## src/sv/ghsc_divider.sv

```systemverilog
`timescale 1ns / 1ps
// ---------------------------------------------------------------------------
// ghsc_divider
// Restoring divider, one quotient bit per cycle, 40-bit dividend by 32 bits.
// ---------------------------------------------------------------------------
module ghsc_divider (
    input  logic        clk,
    input  logic        rst_n,
    input  logic        start,
    input  logic [39:0] dividend,
    input  logic [31:0] divisor,
    output logic        done,
    output logic [39:0] quotient
);
    logic [39:0] quo_reg, quo_next;
    logic [32:0] rem_reg, rem_next;
    logic [31:0] dvs_reg, dvs_next;
    logic [5:0]  cnt_reg, cnt_next;
    logic        busy_reg, busy_next;
    logic        done_reg, done_next;
    logic [32:0] trial;

    always_comb
    begin
        quo_next  = quo_reg;
        rem_next  = rem_reg;
        dvs_next  = dvs_reg;
        cnt_next  = cnt_reg;
        busy_next = busy_reg;
        done_next = 1'b0;
        trial     = {rem_reg[31:0], quo_reg[39]};
        if (start)
        begin
            quo_next  = dividend;
            rem_next  = 33'd0;
            dvs_next  = divisor;
            cnt_next  = 6'd40;
            busy_next = 1'b1;
        end
        else if (busy_reg)
        begin
            if (trial >= {1'b0, dvs_reg})
            begin
                rem_next = trial - {1'b0, dvs_reg};
                quo_next = {quo_reg[38:0], 1'b1};
            end
            else
            begin
                rem_next = trial;
                quo_next = {quo_reg[38:0], 1'b0};
            end
            cnt_next = cnt_reg - 6'd1;
            if (cnt_reg == 6'd1)
            begin
                busy_next = 1'b0;
                done_next = 1'b1;
            end
        end
    end

    always_ff @(posedge clk or negedge rst_n)
    begin
        if (!rst_n)
        begin
            cnt_reg  <= 6'd0;
            busy_reg <= 1'b0;
            done_reg <= 1'b0;
        end
        else
        begin
            cnt_reg  <= cnt_next;
            busy_reg <= busy_next;
            done_reg <= done_next;
        end
    end

    always_ff @(posedge clk)
    begin
        quo_reg <= quo_next;
        rem_reg <= rem_next;
        dvs_reg <= dvs_next;
    end

    assign done     = done_reg;
    assign quotient = quo_reg;
endmodule

```

## config.mk

```make
export PLATFORM = sky130hd
export DESIGN_NAME = ghsc_divider
export DESIGN_NICKNAME = d
export VERILOG_FILES = /design/src/sv/ghsc_divider.sv
export SDC_FILE = /design/constraint.sdc
export NUM_CORES = 1
export LEC_CHECK = 0
export BUFFER_PORTS_ARGS = -buffer_cell sky130_fd_sc_hd__buf_2
export CAP_MARGIN = 10
export CORE_MARGIN = 2
export CORE_UTILIZATION = 51
export CTS_CLUSTER_SIZE = 25
export DETAILED_ROUTE_END_ITERATION = 8
export PLACE_DENSITY = 0.75
export SETUP_SLACK_MARGIN = 0.15
export SYNTH_ARGS = -nofsm -noshare
export SYNTH_HDL_FRONTEND = slang
export SYNTH_SLANG_ARGS = --single-unit
```

## constraint.sdc

```tcl
create_clock -name clk -period 3 [get_ports clk]
set_input_delay 0.45 -clock clk [delete_from_list [all_inputs] [get_ports clk]]
set_output_delay 0.45 -clock clk [all_outputs]
set_load 0.01 [all_outputs]
```

==> metrics <==
status finished, final reports clean; TritonCTS Buffers 9; Overall Power 0.004937 W; ant diodes 0; CTS H-tree depth 3; Tightest Pin Transition 0.8683 ns; worst flop-to-flop path startpoint dvs_reg[17]$_DFFE_PP_; Die Area 13330 µm²; Hold Path End dvs_reg[27]$_DFFE_PP_; worst-path fanout max 7; clk buf depth 2; most instantiated cells after synthesis edfxtp_1, nor2_1, inv_1; Max Transition Viols Final 0; vias post-DR 5019; final setup vio count 0; first-pass GRT wire length 23.33 mm; FFs w/ async S/R, synth 7.143%; WL/cell 16.04 µm; area grow syn2layout 23.93%; Ys Warns 0; Setup TNS Final 0 ns; Starting Density 52.53%; CP arrival 3.13 ns; share of the synthesized area in the top cell type 34.12%; Leak Pwr 3.272 nW; most numerous cell in the Yosys netlist edfxtp_1; vias in the first global route 4906; Via density 5.558; later-pin clock latency in the skew report 0.36 ns; Syn Inst Count 595; critical path startpoint category register; top-level I/O count 116; Final Wtd Congestion 0.9137; row count 40; Yosys reg bits 112; DRT Pass-1 Iters 5; Period minus WS final 2.905 ns; core region area 12060 µm²; sequential area share after synthesis 47.39%; Fin. Hold Viols 0; IO buf count 115; Die W 115.5 µm; Synth area leader edfxtp_1; initial antenna violation count 0; CP required 3.22 ns; Worst Hold Depth 1; Post-synth EDFFs 72; Synth cell types 56; worst vdd rail ir drop 0.4170 mV; setup slack, reg-to-reg 0.09 ns; path depth of the worst reg2reg path 13; DRC viols 0; Clock Sinks 112; f_max 344.2 MHz; DIE HEIGHT 115.5 µm; Root Buffer clkbuf_16; Post-Syn Area 6336 µm²; MaxCap Viol Count 0; PwrDens 628.7 nW/µm²; Clock Skew 0.01132 ns; Worst Setup End Kind register; RSZ-0062 raised after global routing yes; DP HPWL 10.24 mm; GRT Util Overall 22.30%; worst min-delay path category in2reg; nets@finish 840; CTS tree built; initial drt markers 279; Detail Route Antenna Nets 0; Max-slew headroom 41.90%; Primary FF master, synth edfxtp_1; Net Count, Synth 705; max reg flops 40; share of cells above drive strength 1 32.79%; global route overflow 0; Crit Path Class reg2reg; Tcrit/Tclk final 96.84%; final wirelength 14.48 mm; synth top area cells edfxtp_1, dfxtp_1, mux2_2, ha_1, mux2i_1; Worst Hold Launch divisor[27]; Avg Cell Area, Syn 10.65 µm²; RR Endpoint rem_reg[7]$_SDFFE_PP0P_; Fill cells 922; clock edge transition at the registers on the reported setup and hold paths 0.08 ns; largest net degree at the start of global routing 60
-- cell usage in the layout, fill, tap and decap left out, types with 4 or more instances in the layout --
master       n
o21ai_1      7
nand3_1      8
and2_1       4
xor2_1      12
a211oi_1    17
nor3_1       7
edfxtp_1    72
o211ai_1     9
a21oi_1     32
nand2b_1     9
nand2_1     36
o21ai_0     15
buf_4       24
clkbuf_16   10
mux2_2      39
a311oi_1     4
buf_2      114
inv_1       37
a21o_1      11
dfrtp_1      8
ha_1        26
dfxtp_1     32
o21a_1       5
xnor2_1     20
nand4_1      6
ha_4         8
o31ai_1      4
nor2b_1      8
mux2i_1     21
nor2_1      53
-- power by group --
group	leakage, nW	total [W]	switching, W	internal (W)
sequential	1.09	0.00199	0.000144	0.00185
clock	0.123	0.00114	0.000569	0.000571
combinational	2.06	0.00180	0.000908	0.000895
-- layout make-up --
class / count / area (µm²) / area share (%)
Clock buffer: 11 / 232.7 / 2.964
Clock inverter: 5 / 40.04 / 0.5099
Inverter: 40 / 150.1 / 1.912
Multi-Input combinational cell: 420 / 3306 / 42.10
Sequential cell: 112 / 3003 / 38.24
Tap cell: 168 / 210.2 / 2.677
Timing Repair Buffer: 147 / 910.9 / 11.60
-- stage by stage --
stage	cells	setup WS [ns]	instance area (µm²)	utilization, %	hold slack [ns]
after floorplan	595	0.1822	6336	-	0.1544
after CTS	897	0.1384	7667	63.57	0.2474
final	903	0.09468	7853	65.10	0.2567
after detailed placement	876	-0.05283	7187	59.59	0.3022
after global placement	876	0.01643	7187	59.59	0.2965
after global routing	903	0.002419	7853	65.10	0.2489
-- routing by layer --
metal | vias up | global-route usage, % | part of all wire [%]
met3 | 15 | 5.439 | 5.8
met2 | 137 | 35.56 | 47
met5 | - | 0 | 0
met1 | 2413 | 29.84 | 46
met4 | 0 | 7.871 | 1.5
li1 | 2454 | - | -
-- worst max-delay path, cell delays in order (launching register included) --
cell      delay [ns]
edfxtp_1        0.35
inv_2           0.05
ha_4            0.29
nand4_4         0.11
or3_4           0.39
or4_4           0.44
nor2_2          0.12
o31ai_1         0.07
nor4b_4         0.15
a21oi_4         0.20
buf_12          0.15
buf_12          0.13
mux2i_4         0.22
a211oi_2        0.08
-- how the worst max path moves through the flow --
stage	slack, ns	end	from	cells after the start
CTS	0.14	rem_reg[18]$_SDFFE_PP0P_	dvs_reg[17]$_DFFE_PP_	13
global route	0.002	rem_reg[10]$_SDFFE_PP0P_	dvs_reg[17]$_DFFE_PP_	13
detailed placement	-0.05	rem_reg[0]$_SDFFE_PP0P_	dvs_reg[16]$_DFFE_PP_	11
floorplan	0.18	rem_reg[0]$_SDFFE_PP0P_	dvs_reg[9]$_DFFE_PP_	11
global placement	0.02	rem_reg[14]$_SDFFE_PP0P_	dvs_reg[16]$_DFFE_PP_	12
finish	0.09	rem_reg[7]$_SDFFE_PP0P_	dvs_reg[17]$_DFFE_PP_	13
-- logic make-up after synthesis --
logic type / synth area share [%]
AO/OA/AOI/OAI: 13.69
XOR/XNOR: 4.423
buffers and inverters: 4.265
flip-flops: 47.39
multiplexers: 10.74
adder cells (fa/ha/maj): 7.030
AND/OR/NAND/NOR: 12.46
-- what timing repair did --
action / in CTS / in global routing
buffers inserted: 3 / 5
pin swaps: 4 / 20
endpoints found under the setup margin: 33 / 33
hold buffers: 1 / 0
hold endpoints to repair: 8 / 0
gates cloned: 1 / 1
gates resized for setup: 18 / 35
Power figures use the tool's default switching activity.
